### config.mk
export PLATFORM = sky130hd
export DESIGN_NAME = binary32_truncating_adder_unit
export DESIGN_NICKNAME = d
export VERILOG_FILES = /design/src/rtl/b32a_pkg.sv /design/src/rtl/b32a_lzc.sv /design/src/rtl/binary32_truncating_adder_unit.sv
export VERILOG_INCLUDE_DIRS = /design/src /design/src/rtl
export SDC_FILE = /design/constraint.sdc
export NUM_CORES = 1
export LEC_CHECK = 0
export ABC_AREA = 1
export BUFFER_PORTS_ARGS = -buffer_cell sky130_fd_sc_hd__buf_2
export CORE_AREA = 2 2 222 224
export CTS_CLUSTER_SIZE = 10
export DETAILED_ROUTE_END_ITERATION = 12
export DIE_AREA = 0 0 224 226
export PLACE_DENSITY = 0.5
export SLEW_MARGIN = 30
export SYNTH_ARGS = -nofsm -noshare
export SYNTH_HDL_FRONTEND = slang
export SYNTH_SLANG_ARGS = --single-unit
### constraint.sdc
create_clock -name clk -period 4.3 [get_ports clk]
set_input_delay 0 -clock clk [delete_from_list [all_inputs] [get_ports clk]]
set_output_delay 0 -clock clk [all_outputs]
set_load 0.01 [all_outputs]
### src/rtl/binary32_truncating_adder_unit_defines.svh
// Assertion macros for the binary32 truncating adder unit.
// Depends on nothing; included by the top level.
`ifndef BINARY32_TRUNCATING_ADDER_UNIT_DEFINES_SVH
`define BINARY32_TRUNCATING_ADDER_UNIT_DEFINES_SVH

// Implication checked on every rising clock edge outside reset.
`define B32A_ASSERT_IMP(label, clk, rst, pre, post) \
  label: assert property (@(posedge clk) disable iff (rst) (pre) |-> (post)) \
    else $error("assertion failed");

// Next-cycle implication checked outside reset.
`define B32A_ASSERT_NEXT(label, clk, rst, pre, post) \
  label: assert property (@(posedge clk) disable iff (rst) (pre) |=> (post)) \
    else $error("assertion failed");

`endif

### src/rtl/b32a_pkg.sv
// Package for the binary32 truncating adder unit: field widths and constants.
// Depends on nothing.
package b32a_pkg;
  localparam int unsigned WordW   = 32;
  localparam int unsigned ExpW    = 8;
  localparam int unsigned FracW   = 23;
  localparam int unsigned SigW    = FracW + 1;
  localparam int unsigned ShW     = 5;
  localparam int unsigned DataW   = 64;
  localparam int unsigned OutW    = 40;
  localparam int unsigned Stages  = 4;

  typedef logic [WordW-1:0] word_t;
  typedef logic [SigW-1:0]  sig_t;
  typedef logic [ExpW-1:0]  exp_t;

  typedef struct packed {
    logic  pass;
    word_t pass_val;
    logic  sa;
    logic  sb;
    sig_t  ma;
    sig_t  mb;
    exp_t  er;
  } align_t;

  typedef struct packed {
    logic  pass;
    word_t pass_val;
    logic  zero;
    logic  sr;
    logic  carry;
    logic  sub;
    sig_t  mr;
    exp_t  er;
  } comb_t;

  typedef struct packed {
    word_t sum_bits;
    logic  wrapped;
  } res_t;
endpackage

### src/rtl/b32a_lzc.sv
// Leading zero count over a 24-bit significand.
// Depends on b32a_pkg.
module b32a_lzc (
  input  b32a_pkg::sig_t                  value,
  output logic [b32a_pkg::ShW-1:0]        count
);
  import b32a_pkg::*;

  always_comb begin
    count = '0;
    for (int i = 0; i < int'(SigW); i++) begin
      if (value[i]) begin
        count = ShW'(int'(SigW) - 1 - i);
      end
    end
  end
endmodule

### src/rtl/binary32_truncating_adder_unit.sv
// Channel  | dir | tdata fields (low bit first)
// s_axis   | in  | operand_a[31:0], operand_b[63:32]
// m_axis   | out | sum_bits[31:0], exponent_wrapped[32], zero fill to 40
// Four register stages: unpack/align, add/subtract, normalize, output.
// One beat enters per cycle while s_axis_tready is high; a beat passes s1, s2, s3, s4 in order.
// A stall freezes each stage holding data with no bubble after it; bubbles are squeezed out.
// rst is synchronous and clears the stage valid bits only.
// Depends on b32a_pkg, b32a_lzc and binary32_truncating_adder_unit_defines.svh.
`include "binary32_truncating_adder_unit_defines.svh"
module binary32_truncating_adder_unit (
  input  logic                          clk,
  input  logic                          rst,
  input  logic                          s_axis_tvalid,
  output logic                          s_axis_tready,
  input  logic [b32a_pkg::DataW-1:0]    s_axis_tdata,  // operand_a, operand_b
  output logic                          m_axis_tvalid,
  input  logic                          m_axis_tready,
  output logic [b32a_pkg::OutW-1:0]     m_axis_tdata   // sum_bits, exponent_wrapped, 0
);
  import b32a_pkg::*;

  logic [Stages-1:0] vld;
  logic [Stages-1:0] adv;
  align_t s1;
  comb_t  s2;
  res_t   s3, s4;

  always_comb begin
    adv[Stages-1] = !vld[Stages-1] || m_axis_tready;
    for (int i = Stages - 2; i >= 0; i--) begin
      adv[i] = !vld[i] || adv[i+1];
    end
  end
  assign s_axis_tready = adv[0];

  // stage 1: zero detect and align
  word_t a, b;
  align_t s1_next;
  logic [ExpW:0] d;
  logic a_lt;
  sig_t ma0, mb0;
  assign a = s_axis_tdata[WordW-1:0];
  assign b = s_axis_tdata[DataW-1:WordW];
  always_comb begin
    ma0 = {1'b1, a[FracW-1:0]};
    mb0 = {1'b1, b[FracW-1:0]};
    a_lt = a[30:23] < b[30:23];
    d = a_lt ? ({1'b0, b[30:23]} - {1'b0, a[30:23]})
             : ({1'b0, a[30:23]} - {1'b0, b[30:23]});
    s1_next.sa = a[31];
    s1_next.sb = b[31];
    s1_next.pass = (a[30:0] == '0) || (b[30:0] == '0);
    s1_next.pass_val = (a[30:0] == '0) ? b : a;
    s1_next.ma = ma0;
    s1_next.mb = mb0;
    if (a_lt) begin
      s1_next.ma = (d >= (ExpW+1)'(SigW)) ? '0 : ma0 >> d[ShW-1:0];
      s1_next.er = b[30:23];
    end else begin
      s1_next.mb = (d >= (ExpW+1)'(SigW)) ? '0 : mb0 >> d[ShW-1:0];
      s1_next.er = a[30:23];
    end
  end

  // stage 2: add or subtract
  comb_t s2_next;
  logic [SigW:0] sum;
  always_comb begin
    sum = {1'b0, s1.ma} + {1'b0, s1.mb};
    s2_next.pass = s1.pass;
    s2_next.pass_val = s1.pass_val;
    s2_next.er = s1.er;
    s2_next.sub = s1.sa != s1.sb;
    s2_next.zero = 1'b0;
    s2_next.carry = 1'b0;
    if (s1.sa == s1.sb) begin
      s2_next.sr = s1.sa;
      s2_next.carry = sum[SigW];
      s2_next.mr = sum[SigW] ? sum[SigW:1] : sum[SigW-1:0];
    end else if (s1.ma > s1.mb) begin
      s2_next.sr = s1.sa;
      s2_next.mr = s1.ma - s1.mb;
    end else begin
      s2_next.sr = s1.sb;
      s2_next.mr = s1.mb - s1.ma;
      s2_next.zero = s1.ma == s1.mb;
    end
  end

  // stage 3: normalize and pack
  logic [ShW-1:0] lz;
  res_t s3_next;
  logic [ExpW+1:0] ew;
  sig_t mn;
  b32a_lzc u_lzc (.value(s2.mr), .count(lz));
  always_comb begin
    mn = s2.mr;
    ew = {2'b00, s2.er};
    if (s2.sub) begin
      mn = s2.mr << lz;
      ew = {2'b00, s2.er} - {5'b0, lz};
    end else if (s2.carry) begin
      ew = {2'b00, s2.er} + 10'd1;
    end
    if (s2.pass) begin
      s3_next.sum_bits = s2.pass_val;
      s3_next.wrapped = 1'b0;
    end else if (s2.zero) begin
      s3_next.sum_bits = '0;
      s3_next.wrapped = 1'b0;
    end else begin
      s3_next.sum_bits = {s2.sr, ew[ExpW-1:0], mn[FracW-1:0]};
      s3_next.wrapped = ew[ExpW+1:ExpW] != 2'b00;
    end
  end

  always_ff @(posedge clk) begin
    if (rst) begin
      vld <= '0;
    end else begin
      if (adv[0]) vld[0] <= s_axis_tvalid;
      for (int i = 1; i < int'(Stages); i++) begin
        if (adv[i]) vld[i] <= vld[i-1];
      end
    end
    if (adv[0]) s1 <= s1_next;
    if (adv[1]) s2 <= s2_next;
    if (adv[2]) s3 <= s3_next;
    if (adv[3]) s4 <= s3;
  end

  assign m_axis_tvalid = vld[Stages-1];
  assign m_axis_tdata = {7'b0, s4.wrapped, s4.sum_bits};

  `B32A_ASSERT_NEXT(a_hold, clk, rst, m_axis_tvalid && !m_axis_tready,
                    m_axis_tvalid && $stable(m_axis_tdata))
  `B32A_ASSERT_IMP(a_pad_zero, clk, rst, m_axis_tvalid,
                   m_axis_tdata[OutW-1:WordW+1] == '0)
  `B32A_ASSERT_IMP(a_ready, clk, rst, !vld[0], s_axis_tready)
endmodule

==> metrics.md <==
| Metric | Value |
|---|---|
| Outcome | `finished clean` |
| DRT iter0 DRCs | `approximately 1.3k` |
| Detailed-route wire length | `57,800 um` |
| CP required | `around 4600 ps` |
| Root buffer cell | `clkbuf_16` |
| Design area | `0.0193 mm2` |
| Tot GR Track Use | `0.224` |
| Crit. End Element | `register` |
| Commonest non-fill, non-tap cell in the layout | `nand2_1` |
| Hold Crit Class | `in2reg` |
| Yosys top cell area share | `0.405` |
| Crit-path max FO | `24` |
| Number of nets in the layout | `roughly 2.4k` |
| CTS tree | `done` |
| GRT overflow | `0` |
| Diodes inserted | `0` |
| Non-Filler Instances | `about 2.9k` |
| Area delta synth->final | `15.3%` |
| Final ANT Viol Nets | `0` |
| Inst Count DP | `2,797` |
| Avg Inst Size Synth | `just under 8 um2` |
| Kind of start point of the critical path | `register` |
| Vias per cell | `between 5 and 6` |
| Max Clock Freq | `about 240 MHz` |
| Hold Path Cell Cnt | `3` |
| Number of gates resized after cts | `0` |
| Yosys cell types | `63` |
| Initial core utilization | `0.347` |
| First-pass GRT wire length | `87,100 um` |
| Vias in the first global route | `14.7k` |
| Core ar. | `0.0483 mm2` |
| # hold bufs at CTS | `between 60 and 70` |
| Ys flop type | `edfxtp_1` |
| Final worst slack | `155 ps` |
| Clock skew | `18.1 ps` |
| #FFs+latches synth | `230` |
| Pwr Density | `about 520 mW/mm2` |
| FFs w/ async S/R, synth | `0` |
| Peak VDD IR | `0.294 mV` |
| Critical path origin | `s1[27]` |
| Setup Viol. Count Final | `0` |
| PortBufs | `about 100` |
| Mapped Cells | `between 2k and 2.5k` |
| TritonRoute pass-1 iters | `5` |
| Die Area | `roughly 0.05 mm2` |
| Number of synthesized flops with an enable pin | `between 200 and 250` |
| Worst reg2reg setup slack | `~150 ps` |
| Crit path to | `s2[26]` |
| Setup total negative slack | `0 ps` |
| Initial antenna violation count | `0` |
| Post-DR wirelength/cell | `~20 um` |
| Post-place instance area | `0.0179 mm2` |
| DRC | `0` |
| Final worst-path cycle share | `0.964` |
| Reg2reg path depth | `14` |
| Dpl hpwl | `approximately 45,000 um` |
| Setup bufs post-CTS | `0` |
| Yosys top cell by area | `edfxtp_1` |
| Max Slew Vio Count | `0` |
| Minimum clock period | `roughly 4100 ps` |
| # fillers | `about 5k` |
| Reg-to-Reg End | `s2[26]` |
| WP data arrival | `between 4000 and 5000 ps` |
| Max transition margin | `0.349` |
| Clk sink count | `230` |
| YS warnings | `0` |
| Worst-Margin Slew | `roughly 1000 ps` |
| Die Span Y | `between 200 and 250 um` |
| Crit Path Class | `reg2reg` |
| Leak | `8.49 nW` |
| Leading cell types in the layout, fill and taps excluded | `nand2_1 (492), o21ai_0 (259), inv_1 (243)` |
| Cell Rows | `81` |
| Ports | `110` |
| Hold path startpoint | `s_axis_tdata[55]` |
| RD Place Congestion | `a little over 1` |
| Max clock buf depth | `3` |
| Vias post-DR | `between 15k and 20k` |
| Largest net degree at the start of global routing | `71` |
| Clk Latency, worst-skew pair | `570 ps` |
| Placement Setup Slack | `approximately 210 ps` |
| Share of the yosys chip area belonging to registers | `0.409` |
| Die width | `~220 um` |
| Max-Cap Viols | `0` |
| CTS clk-pin slew, worst paths | `50 ps` |
| Total CTS buffers | `29` |
| Mapped Area | `approximately 0.017 mm2` |
| RSZ-0062 raised after global routing | `no` |
| Top cells by area, synth | `edfxtp_1 (40%), nand2_1 (11%), o21ai_0 (7.7%), ha_1 (7.0%), inv_1 (5.5%)` |
| Htree depth | `1` |
| Worst r2r src | `s1[27]` |
| Share of layout cells above drive strength 1 | `0.0985` |
| Final Hold Vio Count | `0` |
cells in the mapped netlist, types with 5 or more instances:
library cell / n
nand2_1: 493
o21ai_0: 259
inv_1: 245
edfxtp_1: 226
nand3_1: 160
a21oi_1: 143
nor2_1: 115
ha_1: 94
clkbuf_1: 72
xor2_1: 33
buf_2: 32
o22ai_1: 27
o211ai_1: 24
a31oi_1: 19
nor4_1: 19
o21ai_1: 14
o21a_1: 12
nor3_1: 11
nand4_1: 10
buf_4: 9
mux2i_1: 9
o32ai_1: 9
nand2_2: 8
o31ai_1: 8
inv_2: 7
o221ai_1: 7
fa_1: 6
o311ai_0: 6
or2_2: 5
where the power goes:
group | switching [W] | total, W | internal [W]
Sequential | 0.000285 | 0.00338 | 0.00310
Clock | 0.000876 | 0.00208 | 0.00121
Combinational | 0.00311 | 0.00458 | 0.00147
layout make-up:
class,instances,area [um2],area share
Clock buffer,32,737,0.0381
Clock inverter,7,57.6,0.00298
Inverter,253,952,0.0492
Multi-Input combinational cell,1548,8510,0.440
Sequential cell,230,6870,0.355
Tap cell,622,778,0.0402
Timing Repair Buffer,205,1450,0.0749
cell families (layout without fill, tap and decap cells):
| logic type | after synthesis | in the layout | synth area share |
|---|---|---|---|
| simple gates | 838 | 838 | 0.211 |
| compound gates | 559 | 559 | 0.190 |
| buf+inv | 371 | 497 | 0.0881 |
| flops | 230 | 230 | 0.409 |
| fa+ha+maj | 100 | 100 | 0.0773 |
| xor+xnor | 35 | 35 | 0.0183 |
| mux | 9 | 9 | 0.00537 |
| other cells | 1 | 7 | 0.000224 |
how the worst min path moves through the flow:
| stage | endpoint | slack, ps |
|---|---|---|
| 2_1_floorplan | vld[0] | 70 |
| 3_3_place_gp | s1[57] | 190 |
| 3_5_place_dp | s1[56] | 200 |
| 4_1_cts | s1[13] | 4 |
| 5_1_grt | s1[13] | 20 |
| 6_report | s1[0] | 30 |
per-stage QoR:
stage | total power (W) | hold WS (ps) | utilization
3_5_place_dp | 0.00793 | 198 | 0.371
6_report | 0.0101 | 34.7 | 0.400
2_1_floorplan | 0.00643 | 69.1 | -
3_3_place_gp | 0.00795 | 195 | 0.371
4_1_cts | 0.0101 | 3.81 | 0.400
5_1_grt | 0.0108 | 15.6 | 0.400
registers in the layout (all words and copies together), names as in the netlist:
| register | cells |
|---|---|
| s1 | 91 |
| s2 | 69 |
| vld | 4 |
| s3 | 33 |
| m_axis_tdata | 33 |
routing by layer:
layer  global-route usage  part of all wire  up-vias
li1                     -                 -     7594
met1                0.301              0.44     7298
met2                0.374              0.47      562
met3               0.0239             0.057      101
met4               0.0802             0.037        0
met5                    0                 0        -
critical path, cell delays in order, from the launching register on:
cell      delay, ps
edfxtp_1        560
inv_1            90
ha_1            530
nand2_1         200
nor2_1          300
nand2_1         130
or4_1           580
nand2_2         110
buf_4           300
and3_1          210
a31o_2          180
o221ai_1        180
or2_2           310
nand3_1          90
nand2_1         100
Note: power is estimated with default switching activity, not from simulation.
